$ cat config.mk
export PLATFORM = sky130hd
export DESIGN_NAME = easing_curve_interpolator_top
export DESIGN_NICKNAME = d
export VERILOG_FILES = /design/src/rtl/core/ecint_pkg.sv /design/src/rtl/core/ecint_div_cell.sv /design/src/rtl/core/ecint_curve.sv /design/src/rtl/core/ecint_scale.sv /design/src/rtl/core/easing_curve_interpolator_top.sv
export SDC_FILE = /design/constraint.sdc
export NUM_CORES = 2
export LEC_CHECK = 0
export BUFFER_PORTS_ARGS = -buffer_cell sky130_fd_sc_hd__buf_2
export CAP_MARGIN = 20
export CORE_MARGIN = 2
export CORE_UTILIZATION = 67
export CTS_BUF_LIST = sky130_fd_sc_hd__clkbuf_8
export CTS_CLUSTER_SIZE = 40
export DETAILED_ROUTE_END_ITERATION = 8
export PLACE_DENSITY = 0.84
export SKIP_CTS_REPAIR_TIMING = 1
export SLEW_MARGIN = 10
export SYNTH_ARGS = -nofsm -noshare
export SYNTH_HDL_FRONTEND = slang
export SYNTH_HIERARCHICAL = 1
export SYNTH_SLANG_ARGS = --single-unit
$ cat constraint.sdc
create_clock -name clk_i -period 9.05 [get_ports clk_i]
set_input_delay 0.905 -clock clk_i [delete_from_list [all_inputs] [get_ports clk_i]]
set_output_delay 0.905 -clock clk_i [all_outputs]
set_load 0.01 [all_outputs]
$ cat src/rtl/core/ecint_pkg.sv
// ----------------------------------------------------------------------------
// ecint_pkg: shared types and constants of the easing curve interpolator
// Default widths, configuration register codes and curve mode codes.
// ----------------------------------------------------------------------------
package ecint_pkg;

  localparam int unsigned TIME_BITS_DEF  = 16;
  localparam int unsigned VALUE_BITS_DEF = 16;
  localparam int unsigned FRAC_BITS_DEF  = 16;

  localparam int unsigned CFG_INDEX_BITS = 2;
  localparam int unsigned CFG_DATA_BITS  = 32;
  localparam int unsigned MODE_BITS      = 3;

  typedef enum logic [CFG_INDEX_BITS-1:0] {
    CFG_CURVE_MODE    = 2'd0,
    CFG_START_VALUE   = 2'd1,
    CFG_CHANGE_AMOUNT = 2'd2,
    CFG_DURATION      = 2'd3
  } cfg_reg_e;

  typedef enum logic [MODE_BITS-1:0] {
    MODE_LINEAR       = 3'd0,
    MODE_QUAD_IN      = 3'd1,
    MODE_QUAD_OUT     = 3'd2,
    MODE_QUART_IN     = 3'd3,
    MODE_QUART_OUT    = 3'd4,
    MODE_QUART_IN_OUT = 3'd5
  } curve_mode_e;

endpackage

$ cat src/rtl/core/ecint_div_cell.sv
// ----------------------------------------------------------------------------
// ecint_div_cell: one cell of the restoring divider chain
// Double the partial remainder, subtract the divisor when it fits and shift
// the resulting quotient bit in. One cell per fraction bit.
// ----------------------------------------------------------------------------
module ecint_div_cell #(
  parameter int unsigned TimeBits = ecint_pkg::TIME_BITS_DEF,
  parameter int unsigned FracBits = ecint_pkg::FRAC_BITS_DEF
) (
  input  logic                clk_i,
  input  logic                rst_ni,
  input  logic                up_valid_i,
  output logic                up_ready_o,
  input  logic [TimeBits-1:0] up_rem_i,
  input  logic [FracBits-1:0] up_quo_i,
  input  logic                up_done_i,
  input  logic [TimeBits-1:0] divisor_i,
  output logic                dn_valid_o,
  input  logic                dn_ready_i,
  output logic [TimeBits-1:0] dn_rem_o,
  output logic [FracBits-1:0] dn_quo_o,
  output logic                dn_done_o
);

  logic                valid_q;
  logic                adv;
  logic [TimeBits:0]   dbl;
  logic [TimeBits:0]   diff;
  logic                fits;
  logic [TimeBits-1:0] rem_d, rem_q;
  logic [FracBits-1:0] quo_d, quo_q;
  logic                done_q;

  assign adv = !valid_q || dn_ready_i;
  assign up_ready_o = adv;

  always_comb begin
    dbl   = {up_rem_i, 1'b0};
    diff  = dbl - {1'b0, divisor_i};
    fits  = dbl >= {1'b0, divisor_i};
    rem_d = fits ? diff[TimeBits-1:0] : dbl[TimeBits-1:0];
    quo_d = {up_quo_i[FracBits-2:0], fits};
  end

  always_ff @(posedge clk_i or negedge rst_ni) begin
    if (!rst_ni) begin
      valid_q <= 1'b0;
    end else if (adv) begin
      valid_q <= up_valid_i;
    end
  end

  always_ff @(posedge clk_i) begin
    if (adv && up_valid_i) begin
      rem_q  <= rem_d;
      quo_q  <= quo_d;
      done_q <= up_done_i;
    end
  end

  assign dn_valid_o = valid_q;
  assign dn_rem_o   = rem_q;
  assign dn_quo_o   = quo_q;
  assign dn_done_o  = done_q;

  // partial remainder stays below the divisor on every live division
  a_rem_below_divisor: assert property (@(posedge clk_i) disable iff (!rst_ni)
    valid_q && !done_q |-> rem_q < divisor_i)
    else $error("divider remainder reached the divisor");

endmodule

$ cat src/rtl/core/ecint_curve.sv
// ----------------------------------------------------------------------------
// ecint_curve: easing polynomial in Q1.FracBits
// Pick the operand, square it twice with rounding, then select the curve.
// Four registered stages.
// ----------------------------------------------------------------------------
module ecint_curve #(
  parameter int unsigned FracBits = ecint_pkg::FRAC_BITS_DEF
) (
  input  logic                           clk_i,
  input  logic                           rst_ni,
  input  logic [ecint_pkg::MODE_BITS-1:0] mode_i,
  input  logic                           up_valid_i,
  output logic                           up_ready_o,
  input  logic [FracBits-1:0]            up_quo_i,
  input  logic                           up_done_i,
  output logic                           dn_valid_o,
  input  logic                           dn_ready_i,
  output logic [FracBits:0]              dn_f_o,
  output logic                           dn_done_o
);

  localparam int unsigned SqW = 2 * FracBits + 2;
  localparam logic [FracBits:0] One = (FracBits + 1)'(1) << FracBits;
  localparam logic [SqW-1:0] HalfSq = SqW'(1) << (FracBits - 1);

  logic [3:0] v_q;
  logic [3:0] adv;

  logic [FracBits:0] u_in, v_in, w_in, z_in, a_d;
  logic              half_in;
  logic [SqW-1:0]    sq1, sq2;
  logic [FracBits+1:0] p_inc;
  logic [FracBits:0] p_half, f_d;

  logic [FracBits:0] u1_q, a1_q;
  logic              half1_q, done1_q;
  logic [FracBits:0] u2_q, s2_q;
  logic              half2_q, done2_q;
  logic [FracBits:0] u3_q, s3_q, p3_q;
  logic              half3_q, done3_q;
  logic [FracBits:0] f4_q;
  logic              done4_q;

  always_comb begin
    adv[3] = !v_q[3] || dn_ready_i;
    adv[2] = !v_q[2] || adv[3];
    adv[1] = !v_q[1] || adv[2];
    adv[0] = !v_q[0] || adv[1];
  end
  assign up_ready_o = adv[0];

  // operand select: in-out curve splits at half and doubles its argument
  always_comb begin
    u_in    = up_done_i ? One : {1'b0, up_quo_i};
    v_in    = One - u_in;
    half_in = (u_in[FracBits:FracBits-1] == 2'b00);
    w_in    = {u_in[FracBits-1:0], 1'b0};
    z_in    = {v_in[FracBits-1:0], 1'b0};
    case (ecint_pkg::curve_mode_e'(mode_i))
      ecint_pkg::MODE_QUAD_IN,
      ecint_pkg::MODE_QUART_IN:     a_d = u_in;
      ecint_pkg::MODE_QUAD_OUT,
      ecint_pkg::MODE_QUART_OUT:    a_d = v_in;
      ecint_pkg::MODE_QUART_IN_OUT: a_d = half_in ? w_in : z_in;
      default:                      a_d = u_in;
    endcase
  end

  assign sq1 = SqW'(a1_q) * SqW'(a1_q) + HalfSq;
  assign sq2 = SqW'(s2_q) * SqW'(s2_q) + HalfSq;

  always_comb begin
    p_inc  = {1'b0, p3_q} + (FracBits + 2)'(1);
    p_half = p_inc[FracBits+1:1];
    case (ecint_pkg::curve_mode_e'(mode_i))
      ecint_pkg::MODE_QUAD_IN:      f_d = s3_q;
      ecint_pkg::MODE_QUAD_OUT:     f_d = One - s3_q;
      ecint_pkg::MODE_QUART_IN:     f_d = p3_q;
      ecint_pkg::MODE_QUART_OUT:    f_d = One - p3_q;
      ecint_pkg::MODE_QUART_IN_OUT: f_d = half3_q ? p_half : One - p_half;
      default:                      f_d = u3_q;
    endcase
  end

  always_ff @(posedge clk_i or negedge rst_ni) begin
    if (!rst_ni) begin
      v_q <= '0;
    end else begin
      if (adv[0]) v_q[0] <= up_valid_i;
      if (adv[1]) v_q[1] <= v_q[0];
      if (adv[2]) v_q[2] <= v_q[1];
      if (adv[3]) v_q[3] <= v_q[2];
    end
  end

  always_ff @(posedge clk_i) begin
    if (adv[0] && up_valid_i) begin
      u1_q    <= u_in;
      a1_q    <= a_d;
      half1_q <= half_in;
      done1_q <= up_done_i;
    end
    if (adv[1] && v_q[0]) begin
      u2_q    <= u1_q;
      s2_q    <= sq1[2*FracBits:FracBits];
      half2_q <= half1_q;
      done2_q <= done1_q;
    end
    if (adv[2] && v_q[1]) begin
      u3_q    <= u2_q;
      s3_q    <= s2_q;
      p3_q    <= sq2[2*FracBits:FracBits];
      half3_q <= half2_q;
      done3_q <= done2_q;
    end
    if (adv[3] && v_q[2]) begin
      f4_q    <= f_d;
      done4_q <= done3_q;
    end
  end

  assign dn_valid_o = v_q[3];
  assign dn_f_o     = f4_q;
  assign dn_done_o  = done4_q;

  a_curve_in_range: assert property (@(posedge clk_i) disable iff (!rst_ni)
    v_q[3] |-> f4_q <= One)
    else $error("curve value above one");

endmodule

$ cat src/rtl/core/ecint_scale.sv
// ----------------------------------------------------------------------------
// ecint_scale: scale the curve by the change and add the start value
// Signed multiply with round-half-up, then the output register.
// ----------------------------------------------------------------------------
module ecint_scale #(
  parameter int unsigned ValueBits = ecint_pkg::VALUE_BITS_DEF,
  parameter int unsigned FracBits  = ecint_pkg::FRAC_BITS_DEF
) (
  input  logic                        clk_i,
  input  logic                        rst_ni,
  input  logic signed [ValueBits-1:0] start_i,
  input  logic signed [ValueBits-1:0] change_i,
  input  logic                        up_valid_i,
  output logic                        up_ready_o,
  input  logic [FracBits:0]           up_f_i,
  input  logic                        up_done_i,
  output logic                        dn_valid_o,
  input  logic                        dn_ready_i,
  output logic signed [ValueBits:0]   dn_eased_o,
  output logic                        dn_done_o
);

  localparam int unsigned PW = ValueBits + FracBits + 2;
  localparam logic signed [PW-1:0] HalfP = PW'(1) << (FracBits - 1);

  logic [1:0] v_q;
  logic [1:0] adv;

  logic signed [PW-1:0]        c_ext, f_ext, prod_d, prod_q;
  logic signed [ValueBits+1:0] shifted, sum;
  logic                        done_a_q;
  logic signed [ValueBits:0]   eased_q;
  logic                        done_q;

  always_comb begin
    adv[1] = !v_q[1] || dn_ready_i;
    adv[0] = !v_q[0] || adv[1];
  end
  assign up_ready_o = adv[0];

  always_comb begin
    c_ext   = PW'(change_i);
    f_ext   = PW'($signed({1'b0, up_f_i}));
    prod_d  = c_ext * f_ext + HalfP;
    // arithmetic shift floors, which gives ties toward plus infinity
    shifted = prod_q[PW-1:FracBits];
    sum     = shifted + (ValueBits + 2)'(start_i);
  end

  always_ff @(posedge clk_i or negedge rst_ni) begin
    if (!rst_ni) begin
      v_q <= '0;
    end else begin
      if (adv[0]) v_q[0] <= up_valid_i;
      if (adv[1]) v_q[1] <= v_q[0];
    end
  end

  always_ff @(posedge clk_i) begin
    if (adv[0] && up_valid_i) begin
      prod_q   <= prod_d;
      done_a_q <= up_done_i;
    end
    if (adv[1] && v_q[0]) begin
      eased_q <= sum[ValueBits:0];
      done_q  <= done_a_q;
    end
  end

  assign dn_valid_o = v_q[1];
  assign dn_eased_o = eased_q;
  assign dn_done_o  = done_q;

endmodule

$ cat src/rtl/core/easing_curve_interpolator_top.sv
// ----------------------------------------------------------------------------
// easing_curve_interpolator_top: Penner easing curves in fixed point
// Returns start + change * f(elapsed / duration) for one elapsed tick count
// per beat, with a done flag once elapsed reaches the duration.
// ----------------------------------------------------------------------------
//
//  channel  direction  beat contents
//  -------  ---------  ---------------------------------------------------
//  s_axis   in         tdata: elapsed
//  m_axis   out        tdata: eased_value; tuser: done_res
//  cfg      in         cfg_index_i selects the register, cfg_data_i value
//
//  One beat per cycle in and out while the output is not stalled; the chain
//  is one input register, FRAC_BITS divider cells (one quotient bit each),
//  four curve stages and two scale stages ending in the output register.
//  Every stage holds its own valid bit and advances when its successor can
//  take a beat, so bubbles collapse and a stalled result still lets new
//  beats enter until the chain fills.
//  Reset clears all valid bits and loads mode linear, start 0, change 0,
//  duration 1. Write configuration only while the chain is empty.
//
module easing_curve_interpolator_top #(
  parameter int unsigned TIME_BITS  = ecint_pkg::TIME_BITS_DEF,
  parameter int unsigned VALUE_BITS = ecint_pkg::VALUE_BITS_DEF,
  parameter int unsigned FRAC_BITS  = ecint_pkg::FRAC_BITS_DEF,
  localparam int unsigned InW  = ((TIME_BITS + 7) / 8) * 8,
  localparam int unsigned OutW = ((VALUE_BITS + 1 + 7) / 8) * 8
) (
  input  logic                                clk_i,
  input  logic                                rst_ni,
  // input beats
  input  logic                                s_axis_tvalid,
  output logic                                s_axis_tready,
  input  logic [InW-1:0]                      s_axis_tdata,  // [TIME_BITS-1:0] elapsed
  // result beats
  output logic                                m_axis_tvalid,
  input  logic                                m_axis_tready,
  output logic [OutW-1:0]                     m_axis_tdata,  // [VALUE_BITS:0] eased_value
  output logic [0:0]                          m_axis_tuser,  // [0] done_res
  // configuration writes
  input  logic                                cfg_valid_i,
  output logic                                cfg_ready_o,
  input  logic [ecint_pkg::CFG_INDEX_BITS-1:0] cfg_index_i,
  input  logic [ecint_pkg::CFG_DATA_BITS-1:0]  cfg_data_i
);

  // Configuration registers
  logic [ecint_pkg::MODE_BITS-1:0] mode_q;
  logic signed [VALUE_BITS-1:0]    start_q;
  logic signed [VALUE_BITS-1:0]    change_q;
  logic [TIME_BITS-1:0]            dur_q;

  // Always accept configuration; the chain reads the registers directly
  assign cfg_ready_o = 1'b1;

  always_ff @(posedge clk_i or negedge rst_ni) begin
    if (!rst_ni) begin
      mode_q   <= ecint_pkg::MODE_LINEAR;
      start_q  <= '0;
      change_q <= '0;
      dur_q    <= TIME_BITS'(1);
    end else if (cfg_valid_i) begin
      unique case (ecint_pkg::cfg_reg_e'(cfg_index_i))
        ecint_pkg::CFG_CURVE_MODE:    mode_q   <= cfg_data_i[ecint_pkg::MODE_BITS-1:0];
        ecint_pkg::CFG_START_VALUE:   start_q  <= cfg_data_i[VALUE_BITS-1:0];
        ecint_pkg::CFG_CHANGE_AMOUNT: change_q <= cfg_data_i[VALUE_BITS-1:0];
        ecint_pkg::CFG_DURATION:      dur_q    <= cfg_data_i[TIME_BITS-1:0];
      endcase
    end
  end

  // Input register: decide done and seed the remainder.
  // A finished curve (elapsed at or past duration, or zero duration) forces
  // u to one downstream, so the seed only matters for elapsed < duration.
  logic [TIME_BITS-1:0] elapsed;
  logic                 done_in;
  logic                 in_v_q;
  logic                 in_adv;
  logic [TIME_BITS-1:0] rem0_q;
  logic                 done0_q;

  assign elapsed = s_axis_tdata[TIME_BITS-1:0];
  assign done_in = (dur_q == '0) || (elapsed >= dur_q);

  // Divider chain wiring: index 0 is the input register
  logic                 div_valid [FRAC_BITS+1];
  logic                 div_ready [FRAC_BITS+1];
  logic [TIME_BITS-1:0] div_rem   [FRAC_BITS+1];
  logic [FRAC_BITS-1:0] div_quo   [FRAC_BITS+1];
  logic                 div_done  [FRAC_BITS+1];

  assign in_adv        = !in_v_q || div_ready[0];
  assign s_axis_tready = in_adv;

  always_ff @(posedge clk_i or negedge rst_ni) begin
    if (!rst_ni) begin
      in_v_q <= 1'b0;
    end else if (in_adv) begin
      in_v_q <= s_axis_tvalid;
    end
  end

  always_ff @(posedge clk_i) begin
    if (in_adv && s_axis_tvalid) begin
      rem0_q  <= elapsed;
      done0_q <= done_in;
    end
  end

  assign div_valid[0] = in_v_q;
  assign div_rem[0]   = rem0_q;
  assign div_quo[0]   = '0;
  assign div_done[0]  = done0_q;

  // Restoring division, one quotient bit per cell, most significant first
  for (genvar i = 0; i < FRAC_BITS; i++) begin : g_div
    ecint_div_cell #(
      .TimeBits (TIME_BITS),
      .FracBits (FRAC_BITS)
    ) u_cell (
      .clk_i      (clk_i),
      .rst_ni     (rst_ni),
      .up_valid_i (div_valid[i]),
      .up_ready_o (div_ready[i]),
      .up_rem_i   (div_rem[i]),
      .up_quo_i   (div_quo[i]),
      .up_done_i  (div_done[i]),
      .divisor_i  (dur_q),
      .dn_valid_o (div_valid[i+1]),
      .dn_ready_i (div_ready[i+1]),
      .dn_rem_o   (div_rem[i+1]),
      .dn_quo_o   (div_quo[i+1]),
      .dn_done_o  (div_done[i+1])
    );
  end

  // Curve evaluation
  logic                 crv_valid, crv_ready;
  logic [FRAC_BITS:0]   crv_f;
  logic                 crv_done;

  ecint_curve #(
    .FracBits (FRAC_BITS)
  ) u_curve (
    .clk_i      (clk_i),
    .rst_ni     (rst_ni),
    .mode_i     (mode_q),
    .up_valid_i (div_valid[FRAC_BITS]),
    .up_ready_o (div_ready[FRAC_BITS]),
    .up_quo_i   (div_quo[FRAC_BITS]),
    .up_done_i  (div_done[FRAC_BITS]),
    .dn_valid_o (crv_valid),
    .dn_ready_i (crv_ready),
    .dn_f_o     (crv_f),
    .dn_done_o  (crv_done)
  );

  // Scale and offset; the last stage is the output register
  logic signed [VALUE_BITS:0] eased;
  logic                       done_out;

  ecint_scale #(
    .ValueBits (VALUE_BITS),
    .FracBits  (FRAC_BITS)
  ) u_scale (
    .clk_i      (clk_i),
    .rst_ni     (rst_ni),
    .start_i    (start_q),
    .change_i   (change_q),
    .up_valid_i (crv_valid),
    .up_ready_o (crv_ready),
    .up_f_i     (crv_f),
    .up_done_i  (crv_done),
    .dn_valid_o (m_axis_tvalid),
    .dn_ready_i (m_axis_tready),
    .dn_eased_o (eased),
    .dn_done_o  (done_out)
  );

  assign m_axis_tdata    = OutW'($unsigned(eased));
  assign m_axis_tuser[0] = done_out;

  // Input backpressure only comes from a full chain behind a stalled output
  a_stall_source: assert property (@(posedge clk_i) disable iff (!rst_ni)
    !s_axis_tready |-> m_axis_tvalid && !m_axis_tready)
    else $error("input stalled without output backpressure");

  // A finished curve sits at f = 1 in every mode, so it lands on start+change
  a_done_lands_at_end: assert property (@(posedge clk_i) disable iff (!rst_ni)
    m_axis_tvalid && m_axis_tuser[0] |->
      eased == ((VALUE_BITS + 1)'(start_q) + (VALUE_BITS + 1)'(change_q)))
    else $error("finished curve did not reach start plus change");

endmodule

Word level (Yosys, flattened, before mapping)
Index checks and enable logic that the tools add are counted.
{ "totals": {"regBits": 678, "inputBits": 55} }
{ "op_classes": {"n_addsub": 24, "mux": 20, "order_cmp": 17, "eq_ne": 8, "n_mul": 3, "reduce_logical": 78} }
{ "ops": {"columns": ["cell", "n"], "rows": [
  ["17-bit by 16-bit >= comparator with 1-bit output", 16],
  ["16-bit 2-to-1 mux", 15],
  ["16-bit subtractor", 15],
  ["17-bit case mux with 5 select lines", 1],
  ["17-bit subtractor (first input constant)", 4],
  ["33-bit by 16-bit adder with 33-bit output (second input constant)", 2],
  ["17-bit by 17-bit multiplier with 33-bit output", 2],
  ["17-bit 2-to-1 mux", 3],
  ["17-bit case mux with 2 select lines", 1],
  ["33-bit by 17-bit adder with 33-bit output (second input constant)", 1],
  ["16-bit by 18-bit multiplier with 33-bit output", 1],
  ["1-bit logical OR", 24],
  ["1-bit logical AND", 23],
  ["1-bit zero test", 23],
  ["17-bit by 1-bit adder with 18-bit output (second input constant)", 1],
  ["17-bit by 16-bit adder with 17-bit output", 1],
  ["16-bit >= comparator", 1],
  ["16-bit zero test", 1],
  ["2-bit AND reduction", 4],
  ["3-bit by 2-bit == test with 1-bit output (second input constant)", 2],
  ["3-bit == test (second input constant)", 2],
  ["2-bit == test (second input constant)", 2],
  ["2-bit zero test", 2],
  ["3-bit by 1-bit == test with 1-bit output (second input constant)", 1],
  ["other kinds (2)", 2]
]} }

Depth between registers and ports, before layout
{ "depth": {"depth_word": 25, "depth_mapped": 23, "depth_no_buf": 23} }

Hierarchy
The synthesis kept the hierarchy.
{ "modules_own_cells": {"columns": ["mod", "cells_each", "seq_area_each_um2", "area_each_um2", "instances"], "rows": [
  ["ecint_div_cell (g_div[12].u_cell ...)", 199, 1016.0, 2219.6, 13],
  ["ecint_curve", 2364, 4304.1, 23231.0, 1],
  ["ecint_scale", 1188, 1131.1, 10998.0, 1],
  ["ecint_div_cell (g_div[0].u_cell ...)", 191, 1016.0, 2158.3, 3],
  ["easing_curve_interpolator_top", 198, 1813.0, 2965.3, 1]
]} }

Worst setup path after synthesis
OpenSTA, ideal clock, no wires.
{ "synth_path": {"path_kind": "flip-flop to flip-flop", "start": "reg u_curve.a1_q[14]", "end": "reg u_curve.s2_q[16] (data pin)", "path_buffers": 1, "setup_slack_ns": 2.604, "synth_period_minus_slack_ns": 6.446, "t_required_ns": 8.787, "arrival_ns": 6.184, "path_stages_with_launch": 24, "setup_time_ns": 0.263, "cell_sequence": "edfxtp_1 clkbuf_1 nand2_1 inv_1 fa_1 inv_1 fa_1 inv_1 fa_1 fa_1 fa_1 inv_1 fa_1 inv_1 ha_1 and3_1 a221oi_2 nor2_1 a41o_1 a41o_1 a41oi_4 o21ai_2 o41ai_2 xnor2_1"} }
{ "synth_via": {"elab_chain_cells": 2} }
{ "synth_lines": {"columns": ["element", "line", "text"], "rows": [
  ["start: declaration", "ecint_curve.sv:35", "logic [FracBits:0] u1_q, a1_q;"],
  ["start signal: assignment", "ecint_curve.sv:99", "a1_q <= a_d;"],
  ["17-bit by 17-bit multiplier with 33-bit output", "ecint_curve.sv:69", "assign sq1 = SqW'(a1_q) * SqW'(a1_q) + HalfSq;"],
  ["33-bit by 16-bit adder with 33-bit output", "ecint_curve.sv:69", null],
  ["net u_curve.sq1[32]", "ecint_curve.sv:31", "logic [SqW-1:0] sq1, sq2;"],
  ["end signal: assignment", "ecint_curve.sv:105", "s2_q <= sq1[2*FracBits:FracBits];"],
  ["end: declaration", "ecint_curve.sv:37", "logic [FracBits:0] u2_q, s2_q;"]
]} }
The timed path passes the listed nets, and every way through them passes these cells.
A chain may end at the register's enable or synchronous reset.

Final worst setup path
{ "layout_path": {"start": "reg u_curve.s2_q[11]", "end": "reg u_curve.p3_q[15] (data pin)"} }
{ "layout_via": {"elab_chain_cells": 2} }
{ "layout_lines": {"columns": ["element", "line", "text"], "rows": [
  ["17-bit by 17-bit multiplier with 33-bit output", "ecint_curve.sv:70", "assign sq2 = SqW'(s2_q) * SqW'(s2_q) + HalfSq;"],
  ["33-bit by 16-bit adder with 33-bit output", "ecint_curve.sv:70", null],
  ["net u_curve.sq2[31]", "ecint_curve.sv:31", null],
  ["end signal: assignment", "ecint_curve.sv:112", "p3_q <= sq2[2*FracBits:FracBits];"],
  ["end: declaration", "ecint_curve.sv:39", "logic [FracBits:0] u3_q, s3_q, p3_q;"]
]} }
The timed path passes the listed nets, and every way through them passes these cells.

==> metrics.md <==
| Metric | Value |
|---|---|
| Status | `finished, final reports clean` |
| Drt via density | `6.114` |
| Vias in the first global route | `50230` |
| Synthesized area per cell | `10.15 sq um` |
| Crit Path Category | `reg2reg` |
| CTS buffer count | `109` |
| Worst-Skew Late Latency | `0.80 ns` |
| Slowest stage cell, crit path | `edfxtp_1` |
| Gpl congestion | `0.9378` |
| Core Area | `100100 sq um` |
| Final nets | `7937` |
| Reg clk slew, reported paths | `0.06 ns` |
| Crit path max fanout | `14` |
| WL final | `157300 microns` |
| Initial antenna violation count | `3` |
| Layout cell share with drive strength beyond 1 | `8.869%` |
| Die Span Y | `322.0 microns` |
| Final ANT Viol Nets | `0` |
| IO Port Bufs | `58` |
| HP Class | `in2reg` |
| Fin crit period | `7.301 ns` |
| Fmax | `137.0 MHz` |
| CTS tree | `yes` |
| DR vias | `49100` |
| Die Area | `103700 sq um` |
| Critical Path Start Type | `flip-flop` |
| Most common cell on crit path | `inv_1` |
| Required time of the critical path | `9.56 ns` |
| CTS H-tree depth | `3` |
| Worst Path Arrival | `7.81 ns` |
| Tightest Pin Transition | `1.083 ns` |
| Hold Vio Cnt, Final | `0` |
| DRC Markers | `0` |
| Initial Utilization | `67.65%` |
| Netlist Area Pre-Place | `67750 sq um` |
| Max-slew violations | `0` |
| Post-synthesis cell count | `6677` |
| Yosys Warn Count | `6` |
| Root Driver | `clkbuf_8` |
| Largest net degree at the start of global routing | `66` |
| Gr usage total | `30.78%` |
| Final period util | `80.68%` |
| Setup violations, final | `0` |
| Area growth, synth to finish | `5.260%` |
| Buffer depth of the longest clock path | `3` |
| Placement Rows | `116` |
| Total grt overflow | `0` |
| Max-cap viol count | `0` |
| First-pass iteration count of the detailed router | `8` |
| RSZ-0062 raised after global routing | `no` |
| Die X | `322.0 microns` |
| Max incr delay on CP | `0.82 ns` |
| Skew final | `0.06026 ns` |
| WL/cell | `19.58 microns` |
| Slew headroom | `27.81%` |
| Crit path cell chain | `inv_1 -> nor2_1 -> inv_1 -> fa_1 -> inv_1 -> fa_1 -> inv_1 -> fa_1 -> inv_1 -> fa_1 -> fa_1 -> inv_1 -> fa_1 -> inv_1 -> ha_1 -> and4_1 -> o21ai_0 -> nor3_1 -> nor2_1 -> a22oi_1 -> a21o_1 -> a31oi_1 -> xnor2_1` |
| Crit end category | `flip-flop` |
| Global-route wire length before repair | `254900 microns` |
| Post-layout util | `71.21%` |
| Initial DRC Count | `4192` |
| HPWL Detailed | `117500 microns` |
| Io pins | `83` |
| Setup_tns | `0 ns` |
| Clk sinks | `659` |
-- critical path: cells and delay by family, from the launching register on --
family	cells	cell delay, ns
AO/OA/AOI/OAI	4	1.09
AND/OR/NAND/NOR	4	1.11
adder cells (fa/ha/maj)	7	3.10
XOR/XNOR	1	0.14
flip-flops	1	0.82
buffers and inverters	7	0.81
-- final cells by class --
type,count,area [sq um]
fill,7029,28840
timing repair buffer,101,700.7
clock buffer,119,1638
tap,1298,1624
clock inverter,85,787.0
inverter,1145,4298
antenna,2,5.005
multi-input combinational,4622,42830
sequential,659,19420
-- metal layers --
layer	share of wire [%]	routed length [microns]	global-route usage, %
met5	0.017	26	0
met4	4.1	6523	12.70
met3	7.0	11040	4.093
met2	48	75250	51.31
met1	41	64430	40.78
-- metrics by stage --
stage                     setup slack [ns]  instance area, sq um  std cells  hold WS, ns
after floorplan                      2.604                 67770       6683       0.4003
after global placement               2.018                 68740       7818       0.4006
after detailed placement             1.913                 68740       7818       0.4045
after CTS                            1.822                 71170       8022     -0.05584
after global routing                 1.452                 71310       8030       0.2990
final                                1.749                 71310       8031       0.3253
-- path summary, 6_finish.rpt --
check                                                      startpoint                                    end  slack, ns  cells after the start
worst max-delay path                       u_curve/s2_q[11]$_DFFE_PP_             u_curve/p3_q[15]$_DFFE_PP_       1.75                     23
worst min-delay path                                  s_axis_tdata[7]                    rem0_q[7]$_DFFE_PP_       0.33                      1
worst max register to register             u_curve/s2_q[11]$_DFFE_PP_             u_curve/p3_q[15]$_DFFE_PP_       1.75                     23
worst min register to register  g_div[6].u_cell/dn_quo_o[1]$_DFFE_PP_  g_div[7].u_cell/dn_quo_o[2]$_DFFE_PP_       0.40                      0
max in group asynchronous                                      rst_ni                   dur_q[1]$_DFFE_PN0P_       7.33                      3
min in group asynchronous                                      rst_ni                 start_q[8]$_DFFE_PN0P_       0.54                      2
-- cell usage in the layout, fill, tap and decap left out, drive strengths merged, types with 122 or more instances in the layout --
| cell | instances |
|---|---|
| xnor2 | 160 |
| nand2 | 504 |
| xor2 | 138 |
| o21ai | 203 |
| a21oi | 328 |
| and2 | 310 |
| fa | 613 |
| nor2 | 257 |
| inv | 1171 |
| edfxtp | 585 |
| mux2 | 229 |
| ha | 631 |
| a21o | 122 |
-- registers in the layout, summed over array words and instances (netlist names), 17 cells and up --
signal,cells
u_curve/u2_q,17
u_curve/s3_q,17
g_div.u_cell/dn_quo_o,136
g_div.u_cell/dn_rem_o,240
u_curve/dn_f_o,17
u_curve/a1_q,17
u_curve/u3_q,17
u_scale/prod_q,17
u_curve/s2_q,17
u_curve/p3_q,17
u_scale/dn_eased_o,17
u_curve/u1_q,17
Power is left out: the tool's default activity adds up to more than one toggle a clock period on the data nets, which glitch-free logic cannot reach.
